==> config.mk <==
export PLATFORM = sky130hd
export DESIGN_NAME = calendar_day_adder_unit
export DESIGN_NICKNAME = d
export VERILOG_FILES = /design/src/hdl/cda_pkg.sv /design/src/hdl/cda_ctrl.sv /design/src/hdl/cda_dpath.sv /design/src/hdl/calendar_day_adder_unit.sv
export VERILOG_INCLUDE_DIRS = /design/src /design/src/hdl
export SDC_FILE = /design/constraint.sdc
export NUM_CORES = 1
export LEC_CHECK = 0
export ABC_CLOCK_PERIOD_IN_PS = 8500
export BUFFER_PORTS_ARGS = -buffer_cell sky130_fd_sc_hd__buf_2
export CAP_MARGIN = 20
export CORE_MARGIN = 8
export CORE_UTILIZATION = 30
export DETAILED_ROUTE_END_ITERATION = 6
export PLACE_DENSITY = 0.54
export SYNTH_ARGS = -nofsm -noshare
export SYNTH_HDL_FRONTEND = slang
export SYNTH_HIERARCHICAL = 1
export SYNTH_SLANG_ARGS = --single-unit
==> constraint.sdc <==
create_clock -name clk -period 8.5 [get_ports clk]
set_clock_uncertainty 0.15 [all_clocks]
set_input_delay 0.425 -clock clk [delete_from_list [all_inputs] [get_ports clk]]
set_output_delay 0.425 -clock clk [all_outputs]
set_load 0.02 [all_outputs]
==> src/hdl/assert_macros.svh <==
// Assertion helpers shared by the RTL.
`ifndef ASSERT_MACROS_SVH
`define ASSERT_MACROS_SVH

// Check a property on every rising edge, ignored while reset is high.
`define CDA_ASSERT(lbl, clk, rst, prop, msg) \
  lbl: assert property (@(posedge clk) disable iff (rst) prop) else $error(msg);

// Check a property on every rising edge, reset included.
`define CDA_ASSERT_ALWAYS(lbl, clk, prop, msg) \
  lbl: assert property (@(posedge clk) prop) else $error(msg);

`endif

==> src/hdl/cda_pkg.sv <==
`timescale 1ns / 1ps
package cda_pkg;

  // Default configuration
  localparam int COUNT_BITS_DEF = 16;
  localparam int MAX_YEAR_DEF   = 9999;

  // Field widths
  localparam int CNT_PORT_W = 16;
  localparam int DAY_W      = 5;
  localparam int MONTH_W    = 4;
  localparam int YEAR_W     = 14;

  // Calendar constants
  localparam logic [MONTH_W-1:0] MONTH_JAN = 4'd1;
  localparam logic [MONTH_W-1:0] MONTH_FEB = 4'd2;
  localparam logic [MONTH_W-1:0] MONTH_DEC = 4'd12;
  localparam logic [DAY_W-1:0]   DAY_FIRST = 5'd1;
  localparam logic [DAY_W-1:0]   DAY_LAST  = 5'd31;
  localparam logic [DAY_W-1:0]   DAY_SHORT = 5'd30;
  localparam logic [DAY_W-1:0]   DAY_FEB_L = 5'd29;
  localparam logic [DAY_W-1:0]   DAY_FEB_N = 5'd28;
  localparam logic [YEAR_W-1:0]  YEAR_DEF  = 14'd2000;

  // Reciprocal of 100: q = (y * 5243) >> 19 is exact for every 14-bit year
  localparam int RECIP_W     = 13;
  localparam int RECIP_SHIFT = 19;
  localparam logic [RECIP_W-1:0] RECIP_100 = 13'd5243;
  localparam int PROD_W = YEAR_W + RECIP_W;
  localparam int QUOT_W = PROD_W - RECIP_SHIFT;

  typedef enum logic [1:0] {
    MODE_LOAD = 2'd0,
    MODE_ADD  = 2'd1,
    MODE_SUB  = 2'd2,
    MODE_NOP  = 2'd3
  } mode_t;

  typedef enum logic [1:0] {
    ST_OK      = 2'd0,
    ST_INVALID = 2'd1,
    ST_CLAMPED = 2'd2
  } status_t;

  typedef enum logic [2:0] {
    S_IDLE,
    S_QUOT,
    S_LEAP,
    S_CHECK,
    S_STEP
  } state_t;

  // Sequencer to datapath
  typedef struct packed {
    logic latch;
    logic calc_q;
    logic calc_leap;
    logic check;
    logic step;
  } cda_ctrl_t;

  // Datapath to sequencer
  typedef struct packed {
    logic move;
    logic last;
    logic year_chg;
  } cda_stat_t;

  // Length of a month, given the leap flag of its year
  function automatic logic [DAY_W-1:0] month_len(input logic [MONTH_W-1:0] m, input logic leap);
    logic [DAY_W-1:0] len;
    case (m)
      4'd4, 4'd6, 4'd9, 4'd11: len = DAY_SHORT;
      MONTH_FEB:               len = leap ? DAY_FEB_L : DAY_FEB_N;
      default:                 len = DAY_LAST;
    endcase
    return len;
  endfunction

endpackage

==> src/hdl/cda_ctrl.sv <==
`timescale 1ns / 1ps
module cda_ctrl (
  input  logic                clk,
  input  logic                rst,
  input  logic                start,
  input  cda_pkg::cda_stat_t  stat,
  output cda_pkg::cda_ctrl_t  ctrl,
  output logic                busy
);
  import cda_pkg::*;

  state_t state, state_next;

  // Hold state
  always_ff @(posedge clk) begin
    if (rst) begin
      state <= S_IDLE;
    end else begin
      state <= state_next;
    end
  end

  // Evaluate leap, then check a load or unused word, or walk month by month
  always_comb begin
    state_next = state;
    case (state)
      S_IDLE: begin
        if (start) state_next = S_QUOT;
      end
      S_QUOT: state_next = S_LEAP;
      S_LEAP: begin
        state_next = stat.move ? S_STEP : S_CHECK;
      end
      S_CHECK: state_next = S_IDLE;
      S_STEP: begin
        if (stat.last) begin
          state_next = S_IDLE;
        end else if (stat.year_chg) begin
          state_next = S_QUOT;
        end
      end
      default: state_next = S_IDLE;
    endcase
  end

  // Drive datapath controls
  always_comb begin
    ctrl.latch     = (state == S_IDLE) && start;
    ctrl.calc_q    = (state == S_QUOT);
    ctrl.calc_leap = (state == S_LEAP);
    ctrl.check     = (state == S_CHECK);
    ctrl.step      = (state == S_STEP);
    busy           = (state != S_IDLE);
  end

endmodule

==> src/hdl/cda_dpath.sv <==
`timescale 1ns / 1ps
module cda_dpath #(
  parameter int COUNT_BITS = cda_pkg::COUNT_BITS_DEF,
  parameter int MAX_YEAR   = cda_pkg::MAX_YEAR_DEF
) (
  input  logic                               clk,
  input  logic                               rst,
  input  cda_pkg::cda_ctrl_t                 ctrl,
  input  logic [1:0]                         mode,
  input  logic [cda_pkg::DAY_W-1:0]          load_day,
  input  logic [cda_pkg::MONTH_W-1:0]        load_month,
  input  logic [cda_pkg::YEAR_W-1:0]         load_year,
  input  logic [cda_pkg::CNT_PORT_W-1:0]     day_count,
  output cda_pkg::cda_stat_t                 stat,
  output logic                               done,
  output logic [cda_pkg::DAY_W-1:0]          out_day,
  output logic [cda_pkg::MONTH_W-1:0]        out_month,
  output logic [cda_pkg::YEAR_W-1:0]         out_year,
  output logic [1:0]                         status
);
  import cda_pkg::*;

  localparam int CW = (COUNT_BITS < CNT_PORT_W) ? COUNT_BITS : CNT_PORT_W;
  localparam int EW = ((CW > DAY_W) ? CW : DAY_W) + 1;
  localparam logic [YEAR_W-1:0] YMAX = YEAR_W'(MAX_YEAR);
  localparam logic [YEAR_W-1:0] YRST = (MAX_YEAR < 2000) ? YEAR_W'(MAX_YEAR) : YEAR_DEF;

  mode_t                op;
  logic [DAY_W-1:0]     ld_day;
  logic [MONTH_W-1:0]   ld_month;
  logic [YEAR_W-1:0]    ld_year;
  logic [CW-1:0]        n;
  logic [QUOT_W-1:0]    q;
  logic                 leap;
  logic [DAY_W-1:0]     cur_day;
  logic [MONTH_W-1:0]   cur_month;
  logic [YEAR_W-1:0]    cur_year;
  status_t              st_r;
  logic                 done_r;

  logic [YEAR_W-1:0]    yt;
  logic [PROD_W-1:0]    prod;
  logic [YEAR_W:0]      y100;
  logic                 div100;
  logic                 leap_next;

  logic [DAY_W-1:0]     lim;
  logic [DAY_W-1:0]     room;
  logic [DAY_W-1:0]     len_prev;
  logic [EW-1:0]        n_ext;
  logic [EW-1:0]        room_ext;
  logic [EW-1:0]        d_ext;
  logic                 add_fit;
  logic                 sub_fit;
  logic                 ld_ok;
  logic                 finish;

  logic [DAY_W-1:0]     day_next;
  logic [MONTH_W-1:0]   month_next;
  logic [YEAR_W-1:0]    year_next;
  logic [CW-1:0]        n_next;
  logic                 last;
  logic                 year_chg;
  logic                 clamp;

  // Year under test: the load year for a load, else the stored year
  assign yt   = (op == MODE_LOAD) ? ld_year : cur_year;
  assign prod = PROD_W'(yt) * PROD_W'(RECIP_100);

  // Leap rule from the registered quotient by 100
  always_comb begin
    y100      = {1'b0, q, 6'b0} + {2'b0, q, 5'b0} + {5'b0, q, 2'b0};
    div100    = (y100 == {1'b0, yt});
    leap_next = (yt[1:0] == 2'b00) && (!div100 || (q[1:0] == 2'b00));
  end

  // Validate a load word
  always_comb begin
    ld_ok = (ld_month >= MONTH_JAN) && (ld_month <= MONTH_DEC) && (ld_year <= YMAX) &&
            (ld_day != '0) && (ld_day <= month_len(ld_month, leap));
  end

  // Shared step unit: one month boundary per cycle in the step state
  always_comb begin
    lim      = month_len(cur_month, leap);
    room     = lim - cur_day;
    len_prev = month_len(cur_month - 4'd1, leap);
    n_ext    = EW'(n);
    room_ext = EW'(room);
    d_ext    = EW'(cur_day);
    add_fit  = (n_ext <= room_ext);
    sub_fit  = (n_ext < d_ext);

    day_next   = cur_day;
    month_next = cur_month;
    year_next  = cur_year;
    n_next     = n;
    last       = 1'b0;
    year_chg   = 1'b0;
    clamp      = 1'b0;

    if (n == '0) begin
      last = 1'b1;
    end else if (op == MODE_ADD) begin
      if (add_fit) begin
        day_next = cur_day + DAY_W'(n_ext);
        last     = 1'b1;
      end else begin
        n_next = CW'(n_ext - room_ext - EW'(1));
        if (cur_month == MONTH_DEC) begin
          if (cur_year >= YMAX) begin
            day_next = DAY_LAST;
            clamp    = 1'b1;
            last     = 1'b1;
          end else begin
            year_next  = cur_year + 14'd1;
            month_next = MONTH_JAN;
            day_next   = DAY_FIRST;
            year_chg   = 1'b1;
          end
        end else begin
          month_next = cur_month + 4'd1;
          day_next   = DAY_FIRST;
        end
      end
    end else begin
      if (sub_fit) begin
        day_next = cur_day - DAY_W'(n_ext);
        last     = 1'b1;
      end else begin
        n_next = CW'(n_ext - d_ext);
        if (cur_month == MONTH_JAN) begin
          if (cur_year == '0) begin
            day_next = DAY_FIRST;
            clamp    = 1'b1;
            last     = 1'b1;
          end else begin
            year_next  = cur_year - 14'd1;
            month_next = MONTH_DEC;
            day_next   = DAY_LAST;
            year_chg   = 1'b1;
          end
        end else begin
          month_next = cur_month - 4'd1;
          day_next   = len_prev;
        end
      end
    end
  end

  assign stat.move     = (op == MODE_ADD) || (op == MODE_SUB);
  assign stat.last     = last;
  assign stat.year_chg = year_chg;
  assign finish        = ctrl.check || (ctrl.step && last);

  // Capture the input word and leap intermediates
  always_ff @(posedge clk) begin
    if (ctrl.latch) begin
      op       <= mode_t'(mode);
      ld_day   <= load_day;
      ld_month <= load_month;
      ld_year  <= load_year;
    end
    if (ctrl.calc_q) begin
      q <= prod[PROD_W-1:RECIP_SHIFT];
    end
    if (ctrl.calc_leap) begin
      leap <= leap_next;
    end
    if (ctrl.latch) begin
      n <= day_count[CW-1:0];
    end else if (ctrl.step) begin
      n <= n_next;
    end
  end

  // Hold the stored date
  always_ff @(posedge clk) begin
    if (rst) begin
      cur_day   <= DAY_FIRST;
      cur_month <= MONTH_JAN;
      cur_year  <= YRST;
    end else if (ctrl.check && (op == MODE_LOAD) && ld_ok) begin
      cur_day   <= ld_day;
      cur_month <= ld_month;
      cur_year  <= ld_year;
    end else if (ctrl.step) begin
      cur_day   <= day_next;
      cur_month <= month_next;
      cur_year  <= year_next;
    end
  end

  // Strobe the result word and its status
  always_ff @(posedge clk) begin
    if (rst) begin
      done_r <= 1'b0;
      st_r   <= ST_OK;
    end else begin
      done_r <= finish;
      if (ctrl.check) begin
        st_r <= ((op == MODE_LOAD) && !ld_ok) ? ST_INVALID : ST_OK;
      end else if (ctrl.step && last) begin
        st_r <= clamp ? ST_CLAMPED : ST_OK;
      end
    end
  end

  assign done      = done_r;
  assign out_day   = cur_day;
  assign out_month = cur_month;
  assign out_year  = cur_year;
  assign status    = st_r;

endmodule

==> src/hdl/calendar_day_adder_unit.sv <==
`timescale 1ns / 1ps
// Channel   Handshake        Fields
// input     start / busy     mode, load_day, load_month, load_year, day_count
// result    done (strobe)    out_day, out_month, out_year, status
//
// A word is taken when start is high and busy is low; busy stays high until it finishes.
// Load and unused mode: busy for quotient, leap and check states. Add or subtract: quotient,
// leap, a step per month boundary plus a last one; each new year redoes quotient and leap.
// The result is shown for one cycle with done, in the first cycle that busy is low.
// rst is synchronous and gives 1 January 2000 (or MAX_YEAR if lower).
// The receiver cannot stall: done is a pulse and must be taken when it comes.
module calendar_day_adder_unit #(
  parameter int COUNT_BITS = cda_pkg::COUNT_BITS_DEF,
  parameter int MAX_YEAR   = cda_pkg::MAX_YEAR_DEF
) (
  input  logic                               clk,
  input  logic                               rst,
  input  logic                               start,
  output logic                               busy,
  input  logic [1:0]                         mode,
  input  logic [cda_pkg::DAY_W-1:0]          load_day,
  input  logic [cda_pkg::MONTH_W-1:0]        load_month,
  input  logic [cda_pkg::YEAR_W-1:0]         load_year,
  input  logic [cda_pkg::CNT_PORT_W-1:0]     day_count,
  output logic                               done,
  output logic [cda_pkg::DAY_W-1:0]          out_day,
  output logic [cda_pkg::MONTH_W-1:0]        out_month,
  output logic [cda_pkg::YEAR_W-1:0]         out_year,
  output logic [1:0]                         status
);
  import cda_pkg::*;
  `include "assert_macros.svh"

  localparam logic [YEAR_W-1:0] YMAX_CHK = YEAR_W'(MAX_YEAR);

  cda_ctrl_t ctrl;
  cda_stat_t stat;
  logic      date_ok;

  // Sequencer
  cda_ctrl u_ctrl (
    .clk   (clk),
    .rst   (rst),
    .start (start),
    .stat  (stat),
    .ctrl  (ctrl),
    .busy  (busy)
  );

  // Date registers and shared step unit
  cda_dpath #(
    .COUNT_BITS (COUNT_BITS),
    .MAX_YEAR   (MAX_YEAR)
  ) u_dpath (
    .clk        (clk),
    .rst        (rst),
    .ctrl       (ctrl),
    .mode       (mode),
    .load_day   (load_day),
    .load_month (load_month),
    .load_year  (load_year),
    .day_count  (day_count),
    .stat       (stat),
    .done       (done),
    .out_day    (out_day),
    .out_month  (out_month),
    .out_year   (out_year),
    .status     (status)
  );

  // Flag a stored date with month and day in range
  assign date_ok = (out_month >= MONTH_JAN) && (out_month <= MONTH_DEC) && (out_day != '0);

  // Checks
  `CDA_ASSERT(a_done_idle, clk, rst, done |-> !busy, "result strobe while still working")
  `CDA_ASSERT(a_accept_busy, clk, rst, (start && !busy) |=> busy, "accepted word did not start")
  `CDA_ASSERT(a_date_sane, clk, rst, done |-> date_ok, "stored date out of range")
  `CDA_ASSERT(a_year_range, clk, rst, done |-> (out_year <= YMAX_CHK), "stored year above limit")

endmodule
After elaboration in Yosys (flattened, before gate mapping)
Index checks and enable logic that the tools add are counted.
Widths: inputs -> output; s select.
{"block": "op_classes", "addsub": 12, "n_mul": 1, "n_lt_le_gt_ge": 7, "n_eq_ne": 37, "muxes": 70, "n_reduce_logical": 35}
{"cell": "$mux 14", "count": 11}
{"cell": "$mux 16", "count": 6}
{"cell": "$mux 5", "count": 10}
{"cell": "$mux 4", "count": 10}
{"cell": "$sub 16x5->16", "count": 2}
{"cell": "$pmux 5 s2", "count": 3}
{"cell": "$eq 4x4->1 const B", "count": 7}
{"cell": "$mul 14x13->27 const B", "count": 1}
{"cell": "$eq 4x3->1 const B", "count": 6}
{"cell": "$mux 1", "count": 22}
{"cell": "$ne 3x3->1 const B", "count": 7}
{"cell": "$le 16x5->1", "count": 1}
{"cell": "$logic_not 16->1", "count": 1}
{"cell": "$lt 16x5->1", "count": 1}
{"cell": "$sub 16x1->16 const B", "count": 1}
{"cell": "$add 14x13->15", "count": 1}
{"cell": "$add 15x10->15", "count": 1}
{"cell": "$eq 15x14->1", "count": 1}
{"cell": "$add 14x1->14 const B", "count": 1}
{"cell": "$ge 14x14->1 const B", "count": 1}
{"cell": "$le 14x14->1 const B", "count": 1}
{"cell": "$logic_not 14->1", "count": 1}
{"cell": "$sub 14x1->14 const B", "count": 1}
{"cell": "$eq 4x2->1 const B", "count": 3}
{"cell": "32 further kinds", "count": 62}
{"block": "word_totals", "reg_bits": 79, "in_bits": 44, "output_inout_bits": 27, "wordCells": 175}

Logic depth before layout (Yosys ltp)
Gate-level depths: netlist of run 1.
{"block": "logic_depth", "depth_word": 11, "ltp_mapped": 23, "depth_no_buf": 22}

Modules after synthesis
The synthesis of run 1 kept the hierarchy.
{"module": "cda_dpath", "instances": 1, "cells_each": 1003, "area_per_inst_um2": 9397.8, "seq_area_each_um2": 2021.9}
{"module": "cda_ctrl", "instances": 1, "cells_each": 23, "area_per_inst_um2": 183.9, "seq_area_each_um2": 60.1}

Worst setup path after synthesis of run 1
Ideal clock, no wire load.
{"block": "synth_path", "kind": "reg2reg", "startpoint": "register u_dpath.op[0]", "endpoint": "register u_dpath.q[7] (data pin)", "setup_ps": 275, "t_arrival_ps": 5634, "required_ps": 8075, "slack_ps": 2442, "path_stages_with_launch": 23, "n_path_buf": 1, "synth_period_minus_slack_ps": 6058, "cell_sequence": "edfxtp_1 > inv_1 > ha_1 > buf_6 > mux2i_1 > inv_1 > fa_1 > ha_1 > inv_1 > fa_1 > inv_1 > fa_1 > inv_1 > fa_1 > inv_1 > ha_1 > o21ai_0 > nor2_1 > or3_1 > and4_1 > a211o_1 > o41ai_1 > a41oi_1"}
{"block": "synth_between", "elab_chain_len": 3}
{"item": "start, declared", "line_no": "cda_dpath.sv:28", "text": "mode_t op;"}
{"item": "start signal, assigned", "line_no": "cda_dpath.sv:159", "text": "op <= mode_t'(mode);"}
{"item": "$logic_not 2->1", "line_no": "cda_dpath.sv:67", "text": "assign yt = (op == MODE_LOAD) ? ld_year : cur_year;"}
{"item": "$mux 14", "line_no": "cda_dpath.sv:67"}
{"item": "$mul 14x13->27", "line_no": "cda_dpath.sv:68", "text": "assign prod = PROD_W'(yt) * PROD_W'(RECIP_100);"}
{"item": "via u_dpath.prod[26]", "line_no": "cda_dpath.sv:42", "text": "logic [PROD_W-1:0] prod;"}
{"item": "end signal, assigned", "line_no": "cda_dpath.sv:165", "text": "q <= prod[PROD_W-1:RECIP_SHIFT];"}
{"item": "end, declared", "line_no": "cda_dpath.sv:33", "text": "logic [QUOT_W-1:0] q;"}
The timed path passes the listed nets, and every way through them passes these cells.
A chain may end at the register's enable or synchronous reset.

Final worst setup path of run 1
Ends and elaborated chain as after synthesis.

==> metrics.cfg, run 1 <==
[worst_setup_path]
path_delay_family = adder cells
reg2reg_to = u_dpath/q[7]$_DFFE_PP_
reg2reg_from = u_dpath/op[0]$_DFFE_PP_
rrSetupSlack_ns = 1.65
crit_slowest_cell = mux2i_1
critPathRequiredTime_ns = 8.42
critPathBufInv = 6
cp_cell_sequence = inv_1, ha_1, mux2i_1, inv_1, fa_1, ha_1, inv_1, fa_1, inv_1, fa_1, inv_1, fa_1, inv_1, ha_1, o21ai_0, nor2_1, or3_1, and4_1, a211o_1, o41ai_1, a41oi_1
cpMostUsedCell = inv_1
slowest_delay_ns = 0.60
start_kind = flip-flop
r2r_cells = 21
crit_path_end_kind = flip-flop
crit_arrival_ns = 6.77
path_max_fanout = 10
crit_type = reg2reg

[die]
die-width_um = 195
die_area_sq_mm = 0.0379
rows = 65
start_util_pct = 30.4
die_y_um = 195
ioPinCount = 71
core_sq_mm = 0.0315

[clock_network]
cts_setup_buffers = 0
cts_buffers = 9
root_buffer = clkbuf_16
postCtsResizedCells = 0
clock_latency_ns = 0.34
holdBufCountCts = 0
cts_tree = done
cts_htree_levels = 3
clkTransAtPathRegs_ns = 0.06
clk_path_buf_depth = 2
cts.sinks = 79

[run]
max-cap-violations = 0

[sta]
hold_violations = 0
worstMarginPinSlew_ns = 1.05
fin_crit_ns = 6.85
rsz0062_at_grt = no
setup_viol = 0
fin_tns_setup_ns = 0
fmax_mhz = 146
slew_headroom_pct = 30.1
holdWs_ns = 0.105
final_max_slew_viol_count = 0
fin_crit_sh_pct = 80.6

[logic_synthesis]
yosysTopAreaCell = ha_1
synth_nets = 1286
synth_top_family_by_area = adder cells
synthFlopType = edfxtp_1
synth-xor-area-share_pct = 6.67
yosysUniqueCellTypes = 75
seq_area_frac_synth_pct = 21.7
synth_enable_flop_cells = 50
synth_top_cell_area_share_pct = 19.7
yosys-mux-area-fraction_pct = 3.41
synth_adder_area_share_pct = 33.3
synthSimpleGateAreaFrac_pct = 11.8
synth.avg_cell_area_sq_um = 9.34
yosysWarnings = 6
synth_seq_cells = 79
netlist_area_sq_mm = 0.00958
synth_compound_area_share_pct = 16.1
synth_area_leaders = ha_1, edfxtp_1, fa_1
syn_inst = 1026
async_reset_ff_share_pct = 0

[finish]
syn2layout_area_growth_pct = 11.5
utilization_pct = 33.9
drive_above_1_share_pct = 11.2
antenna_cells = 0
nets = 1349
final_area_sq_mm = 0.0107

[route]
drc = 0
finalWirelength_mm = 24.6
first_iter_violations = 516
antenna_left = 0
wl_per_cell_um = 16.4
via_per_inst = 4.93
dr.pass1.iters = 7
vias = 7372

[worst_hold_path]
hold_path_startpoint = load_month[1]
hold_path_end = u_dpath/ld_month[1]$_DFFE_PP_
min_path_cells = 1
hold_class = in2reg

[placement]
dpl-instance-area_sq_mm = 0.0104
hpwl_mm = 20.5
port_buffers = 70
gp_congestion = 0.832

[power_and_ir_drop]
leakage_nw = 4.90
peakVddDrop_v = 0.000158
powerDensity_mw_per_mm2 = 291

[global_route]
grt_max_degree = 43
globalRoute.totalOverflow = 0
grt_pass1_wl_mm = 40.5
antenna_found_initial = 0
first_global_vias = 7544
grtUsageTotal_pct = 13.2

[outcome]
status = completed

[cell families after synthesis]
family	after synthesis
flip-flops	79
adder cells (fa/ha/maj)	216
buffers and inverters	168
AND/OR/NAND/NOR	226
XOR/XNOR	73
AO/OA/AOI/OAI	234
multiplexers	30
[worst max path at each step]
stage | end | slack, ns | start | cells past startpoint
after floorplan | u_dpath/q[7]$_DFFE_PP_ | 2.44 | u_dpath/op[0]$_DFFE_PP_ | 22
after global placement | u_dpath/q[7]$_DFFE_PP_ | 1.83 | u_dpath/op[0]$_DFFE_PP_ | 21
after detailed placement | u_dpath/q[7]$_DFFE_PP_ | 1.61 | u_dpath/op[1]$_DFFE_PP_ | 21
after CTS | u_dpath/q[7]$_DFFE_PP_ | 1.62 | u_dpath/op[1]$_DFFE_PP_ | 21
after global routing | u_dpath/q[7]$_DFFE_PP_ | 1.31 | u_dpath/op[0]$_DFFE_PP_ | 19
final | u_dpath/q[7]$_DFFE_PP_ | 1.65 | u_dpath/op[0]$_DFFE_PP_ | 21
[power by group]
part	total [mW]	internal (mW)	switching (mW)
Clock	0.411	0.246	0.165
Sequential	0.557	0.488	0.0685
Combinational	2.14	0.938	1.20
Total	3.11	1.67	1.44
[flip-flops by register name (all words and copies together) (netlist names), 3 cells and up]
| name | count |
|---|---|
| u_dpath/n | 16 |
| u_dpath/ld_year | 14 |
| u_dpath/out_year | 14 |
| u_dpath/q | 8 |
| u_dpath/ld_day | 5 |
| u_dpath/out_day | 5 |
| u_dpath/ld_month | 4 |
| u_dpath/out_month | 4 |
| u_ctrl/state | 3 |
[metrics by stage]
stage          total power, mW  instances  worst slack [ns]
2_1_floorplan             2.20       1026              2.44
3_3_place_gp              2.70       1479              1.83
3_5_place_dp              2.71       1479              1.61
4_1_cts                   3.14       1495              1.62
5_1_grt                   3.46       1496              1.31
6_report                  3.11       1496              1.65
[cell type report]
type                       instances  area, sq um
sequential                        79         2080
tap                              402          503
timing repair buffer              78          410
fill                            3221        20800
inverter                         142          533
clock inverter                     5         61.3
clock buffer                      11          253
multi-input combinational        779         6840
[cells in the mapped netlist (3+ instances only)]
library cell	instances
ha_1	151
inv_1	139
nor2_1	74
fa_1	65
a21oi_1	55
edfxtp_1	50
o21ai_0	48
xnor2_1	46
nand2_1	45
dfxtp_1	29
xor2_1	27
mux2i_1	22
nand3_1	20
nor3_1	20
a211oi_1	18
a21o_1	18
a31oi_1	16
clkbuf_1	16
o21a_1	14
o211ai_1	13
o21bai_1	11
or3_1	11
nor2b_1	10
nor4_1	7
nand4_1	6
and3_1	5
mux2_2	5
o31ai_1	5
or2_2	5
a41oi_1	4
buf_2	4
a22o_1	3
a311oi_1	3
and2_1	3
nor4b_1	3
o41ai_1	3
[cells in the final DEF (no fill, tap or decap), types with 6 or more instances in the layout]
cell type,netlist,routed
buf_2,4,70
clkbuf_16,0,9
dfxtp_1,29,29
or3_1,11,11
o211ai_1,13,13
a211oi_1,18,18
nand2_1,45,45
a21o_1,18,18
o21ai_0,48,48
nand4_1,6,6
buf_4,2,8
edfxtp_1,50,50
xnor2_1,46,46
nor4_1,7,7
nor3_1,20,20
nor2b_1,10,10
mux2i_1,22,22
a21oi_1,55,55
ha_1,151,151
fa_1,65,65
a31oi_1,16,16
o21bai_1,11,11
inv_1,139,139
xor2_1,27,27
o21a_1,14,14
nand3_1,20,20
nor2_1,74,73
[routing by layer]
metal  vias up  global-route usage [%]  wire length (um)
li1       3728                       -                 -
met1      3515                    17.3             11500
met2       110                    23.2             12200
met3        19                   0.708               520
met4         0                    3.48               339
met5         -                       0                 0
Note: power is estimated with default switching activity, not from simulation.
==> run 2: changes to the inputs <==
ABC_AREA = 1   (was not set)
ABC_CLOCK_PERIOD_IN_PS = 5500   (was 8500)
PLACE_DENSITY = 0.55   (was 0.54)
clock period = 5.5 ns   (was 8.5 ns; I/O delays follow)
==> run 2 against run 1 <==
Compared with the run above: power rose to 2.5 times the previous value; combinational power rose to 2.9 times the previous value; global-route usage rose by 1.7 points; fmax rose by 31%; synthesized cell count rose by 38%; final cell count rose by 35%; clock power rose by 82%; first-iteration DRC count rose by 8.5%; critical endpoint is now u_dpath/q[3]$_DFFE_PP_; clock-buffer cell count fell by 1.
==> metrics.cfg, run 2 <==
[sta]
slew_headroom_pct = 55.3
fin_crit_sh_pct = 95.1
hold_violations = 0
rsz0062_at_grt = yes
fin_tns_setup_ns = 0
holdWs_ns = 0.0312
setup_viol = 0
worstMarginPinSlew_ns = 0.670
final_max_slew_viol_count = 0
fmax_mhz = 191
fin_crit_ns = 5.23

[logic_synthesis]
async_reset_ff_share_pct = 0
synth.avg_cell_area_sq_um = 7.52
yosysUniqueCellTypes = 50
synthSimpleGateAreaFrac_pct = 25.3
synth_common_cells = nand2_1, inv_1, ha_1
netlist_area_sq_mm = 0.0106
synth_top_cell_area_share_pct = 17.8
synthFlopType = edfxtp_1
synth_top_family_by_area = adder cells
syn_inst = 1413
synth_most_common_cell = nand2_1
yosys-mux-area-fraction_pct = 0
synth-xor-area-share_pct = 4.53
seq_area_frac_synth_pct = 19.6
synth_area_leaders = ha_1, edfxtp_1, fa_1
yosysWarnings = 6
synth_enable_flop_cells = 50
synth_adder_area_share_pct = 30.0
yosysTopAreaCell = ha_1
synth_nets = 1673
synth_compound_area_share_pct = 10.2
synth_seq_cells = 79

[outcome]
status = completed

[route]
finalWirelength_mm = 30.3
antenna_left = 0
dr.pass1.iters = 6
vias = 9485
first_iter_violations = 560
drc = 0
via_per_inst = 4.69
wl_per_cell_um = 15.0

[finish]
largest_register_ffs = 16
antenna_cells = 0
drive_above_1_share_pct = 14.5
seqCellArea_sq_mm = 0.00208
nFillCells = 3762
syn2layout_area_growth_pct = 19.4
layout_common_cells = nand2_1, inv_1, ha_1, nor2_1, nand3_1
finalNonFillerCells = 2023
largest-register = u_dpath/n
biggestRegsByFlops = u_dpath/n (16), u_dpath/ld_year (14), u_dpath/out_year (14)
final_common_cell = nand2_1
multiInputGateArea_sq_mm = 0.00761
nets = 1817
final_area_sq_mm = 0.0127

[worst_setup_path]
start_kind = flip-flop
crit_arrival_ns = 5.20
crit_path_end_kind = flip-flop
crit_type = reg2reg
path_max_fanout = 7
crit_slowest_cell = fa_1
slowest_delay_ns = 0.54
critPathRequiredTime_ns = 5.47

[placement]
hpwl_mm = 25.4
gp_congestion = 0.884
dpl-instance-area_sq_mm = 0.0119
port_buffers = 70
dp_cells = 1981

[die]
start_util_pct = 30.2
rows = 69
ioPinCount = 71
die_area_sq_mm = 0.0417
core_sq_mm = 0.0352
die-width_um = 204
die_y_um = 204

[clock_network]
cts_buffers = 9
clk_path_buf_depth = 2
clkTransAtPathRegs_ns = 0.07
clock_latency_ns = 0.36
cts.sinks = 79
cts_htree_levels = 3
cts_tree = done
root_buffer = clkbuf_16

[power_and_ir_drop]
clockPowerShare_pct = 9.6
peakVddDrop_v = 0.000485
sw_frac_of_total_pct = 51.7
leakage_nw = 6.44
p_seq_share_pct = 11.8
p_int_mw = 3.76
combPwrFrac_pct = 78.6
powerDensity_mw_per_mm2 = 613
totalPowerFinal_mw = 7.78
net-switching-power_mw = 4.02

[global_route]
antenna_found_initial = 2
grt_max_degree = 47
grt_pass1_wl_mm = 49.6
globalRoute.totalOverflow = 0
grtUsageTotal_pct = 14.8
first_global_vias = 9479

[worst_hold_path]
hold_class = in2reg

[run]
max-cap-violations = 0

run 2: changes by cell type after synthesis, moves of 12 or more:
cell,change
inv_1,+107
nand3_1,+68
nor2_1,+56
xnor2_1,-32
mux2i_1,-22
nand4_1,+15
xor2_1,+14
a21o_1,-12
a211oi_1,-15
nand2_1,+256
run 2: path summary, 6_finish.rpt:
path,startpoint,end,slack (ns),cells after the start
hold reg to reg,u_dpath/status[0]$_SDFFE_PP0P_,u_dpath/status[0]$_SDFFE_PP0P_,0.36,2
setup reg to reg,u_dpath/op[0]$_DFFE_PP_,u_dpath/q[3]$_DFFE_PP_,0.27,30
hold / removal,day_count[11],u_dpath/n[11]$_DFFE_PP_,0.03,3
setup / recovery,u_dpath/op[0]$_DFFE_PP_,u_dpath/q[3]$_DFFE_PP_,0.27,30
run 2: logic make-up after synthesis:
family | after synthesis
AOI/OAI and AO/OA | 186
adders and majority gates | 216
buffers and inverters | 278
xor gates and xnor gates | 55
DFF | 79
and+or+nand+nor | 599
run 2: final cells by class:
cell class                 count  share of cell area (%)
clock buffer                  10                    1.88
sequential                    79                    16.4
clock inverter                 6                   0.908
inverter                     253                    7.49
timing repair buffer         158                    8.72
multi-input combinational   1056                    60.0
tap                          461                    4.55
run 2: metal layers:
| metal | global-route usage, % | wire [um] |
|---|---|---|
| met1 | 20.1 | 14500 |
| met2 | 24.5 | 14100 |
| met3 | 1.60 | 1030 |
| met4 | 4.83 | 750 |
| met5 | 0 | 0 |
run 2: worst max-delay path: cells and delay by family (launching register included):
kind            cells  cell delay (ns)
simple gates       11             0.99
flops               1             0.36
compound gates      2             0.30
buf+inv            10             0.73
fa+ha+maj           7             2.46
run 2: repair_timing:
action / CTS / global route
endpoints found under the hold margin: 25 / 0
setup endpoints to repair: 4 / 8
setup buffers: 0 / 1
resized for setup: 4 / 39
pin swaps: 0 / 8
hold buffers: 25 / 0
run 2: power by group through the flow:
stage	logic [mW]	registers, mW	clock network (mW)
after floorplan	4.03	0.891	0
after global placement	5.76	0.934	0
after detailed placement	5.75	0.933	0
after CTS	5.82	0.919	0.771
after global routing	7.00	0.933	0.789
final	6.11	0.918	0.749
run 2: metrics by stage:
stage / worst slack, ns / util (%)
6_report: 0.269 / 36.0
3_5_place_dp: -0.149 / 33.8
3_3_place_gp: -0.0289 / 33.8
4_1_cts: -0.00221 / 35.6
2_1_floorplan: 0.0345 / -
5_1_grt: -0.0630 / 36.0
==> run 3: changes to the inputs <==
GPL_TIMING_DRIVEN = 0   (was not set)
==> run 3 against run 2 <==
Compared with the run above: utilization grew 0.13 points; fmax shrank 2.3%; critical endpoint unchanged; sequential cell count is the same; sequential share of layout area shrank 0.060 points; global-route usage shrank 0.078 points.
==> metrics.cfg, run 3 (synthesized netlist as in run 2, its figures left out) <==
[outcome]
status = completed

[sta]
fmax_mhz = 187
fin_tns_setup_ns = 0
fin_crit_sh_pct = 97.4
fin_crit_ns = 5.35
slew_headroom_pct = 43.3
final_max_slew_viol_count = 0
layout_setup_ws_ns = 0.145
worstMarginPinSlew_ns = 0.848
rsz0062_at_grt = yes
hold_violations = 0
holdWs_ns = 0.0424
setup_viol = 0

[die]
core_sq_mm = 0.0352
ioPinCount = 71
start_util_pct = 30.2
die_y_um = 204
die-width_um = 204
rows = 69
die_area_sq_mm = 0.0417

[clock_network]
cts.sinks = 79
cts_buffers = 9
cts_htree_levels = 3
cts_tree = done
clock_latency_ns = 0.36
clk_path_buf_depth = 2
root_buffer = clkbuf_16
clkTransAtPathRegs_ns = 0.07

[finish]
layout_common_cells = nand2_1, inv_1, ha_1, nor2_1, nand3_1
final_area_sq_mm = 0.0127
syn2layout_area_growth_pct = 19.8
final_common_cell = nand2_1
biggestRegsByFlops = u_dpath/n (16), u_dpath/ld_year (14), u_dpath/out_year (14)
utilization_pct = 36.1
largest-register = u_dpath/n
largest_register_ffs = 16
nets = 1806
finalNonFillerCells = 2013
drive_above_1_share_pct = 15.2

[route]
first_iter_violations = 542
wl_per_cell_um = 15.2
drc = 0
via_per_inst = 4.73
finalWirelength_mm = 30.6
vias = 9530
dr.pass1.iters = 5
antenna_left = 0

[worst_setup_path]
critPathBufInv = 4
slowest_delay_ns = 0.58
cpMostUsedCell = fa_1
crit_slowest_cell = fa_1
critPathRequiredTime_ns = 5.44
path_max_fanout = 6
path_delay_family = adder cells
rrSetupSlack_ns = 0.15
crit_arrival_ns = 5.29
start_kind = flip-flop
crit_path_end_kind = flip-flop
crit_type = reg2reg
cp_cell_sequence = inv_2, ha_4, buf_2, o21ai_4, fa_1, ha_1, inv_1, fa_1, fa_1, fa_1, inv_1, ha_1, a21oi_2, o21a_1, nor2_1, nor4_2, o21ai_1, nand2_1, nand2_2

[placement]
dpl-instance-area_sq_mm = 0.0116
dp_slack_ns = -0.756
gp_congestion = 0.895
dp_cells = 1945
hpwl_mm = 25.3
port_buffers = 70

[power_and_ir_drop]
powerDensity_mw_per_mm2 = 619
leakage_nw = 6.35
totalPowerFinal_mw = 7.88
peakVddDrop_v = 0.000435

[run]
max-cap-violations = 0

[global_route]
first_global_vias = 9550
globalRoute.totalOverflow = 0
grtUsageTotal_pct = 14.8
antenna_found_initial = 2
grt_max_degree = 27
grt_pass1_wl_mm = 49.4

[worst_hold_path]
hold_class = in2reg

## run 3: changes by cell type in the layout (fill, tap and decap cells not counted), sizes merged
cell / before / now
clkbuf: 10 / 19
clkinv: 2 / 3
buf: 133 / 115
diode: 0 / 1
bufinv: 3 / 0
## run 3: worst reg2reg max path: stages, from the launching register on
cell      delay [ns]
edfxtp_1        0.37
inv_2           0.07
ha_4            0.16
buf_2           0.18
o21ai_4         0.30
fa_1            0.48
ha_1            0.30
inv_1           0.07
fa_1            0.43
fa_1            0.55
fa_1            0.58
inv_1           0.05
ha_1            0.36
a21oi_2         0.18
o21a_1          0.18
nor2_1          0.07
nor4_2          0.30
o21ai_1         0.12
nand2_1         0.10
nand2_2         0.09
## run 3: repair_timing
| item | in CTS | in global routing |
|---|---|---|
| endpoints found under the setup margin | 8 | 8 |
| buffers inserted | 9 | 16 |
| hold endpoints to repair | 25 | 0 |
| gates cloned | 1 | 1 |
| gates resized for setup | 42 | 50 |
| pin swaps | 8 | 33 |
| hold buffers | 25 | 0 |
## run 3: power by group
| group | internal [mW] | switching, mW | leakage (nW) |
|---|---|---|---|
| Sequential | 0.794 | 0.118 | 0.710 |
| Combinational | 2.52 | 3.86 | 5.50 |
| Clock | 0.332 | 0.255 | 0.143 |
| Total | 3.65 | 4.23 | 6.35 |
## run 3: final timing paths
path / start / end / cells past startpoint
min reg2reg: u_dpath/status[0]$_SDFFE_PP0P_ / u_dpath/status[0]$_SDFFE_PP0P_ / 2
max reg2reg: u_dpath/op[0]$_DFFE_PP_ / u_dpath/q[3]$_DFFE_PP_ / 19
max: u_dpath/op[0]$_DFFE_PP_ / u_dpath/q[3]$_DFFE_PP_ / 19
min: day_count[2] / u_dpath/n[2]$_DFFE_PP_ / 3
## run 3: layout make-up
| class | count | area, sq um |
|---|---|---|
| tap | 461 | 577 |
| fill | 3720 | 22500 |
| timing repair buffer | 123 | 862 |
| antenna | 1 | 2.50 |
| sequential | 79 | 2080 |
| clock buffer | 12 | 256 |
| clock inverter | 4 | 28.8 |
| multi-input combinational | 1056 | 7800 |
| inverter | 253 | 950 |
| buffer | 24 | 166 |
## run 3: layer usage
metal | vias to the layer above | GRT usage [%] | share of wire [%]
li1 | 4848 | - | -
met1 | 4451 | 19.3 | 46
met2 | 183 | 24.2 | 47
met3 | 46 | 2.44 | 3.9
met4 | 2 | 5.37 | 2.7
met5 | - | 0 | 0.026
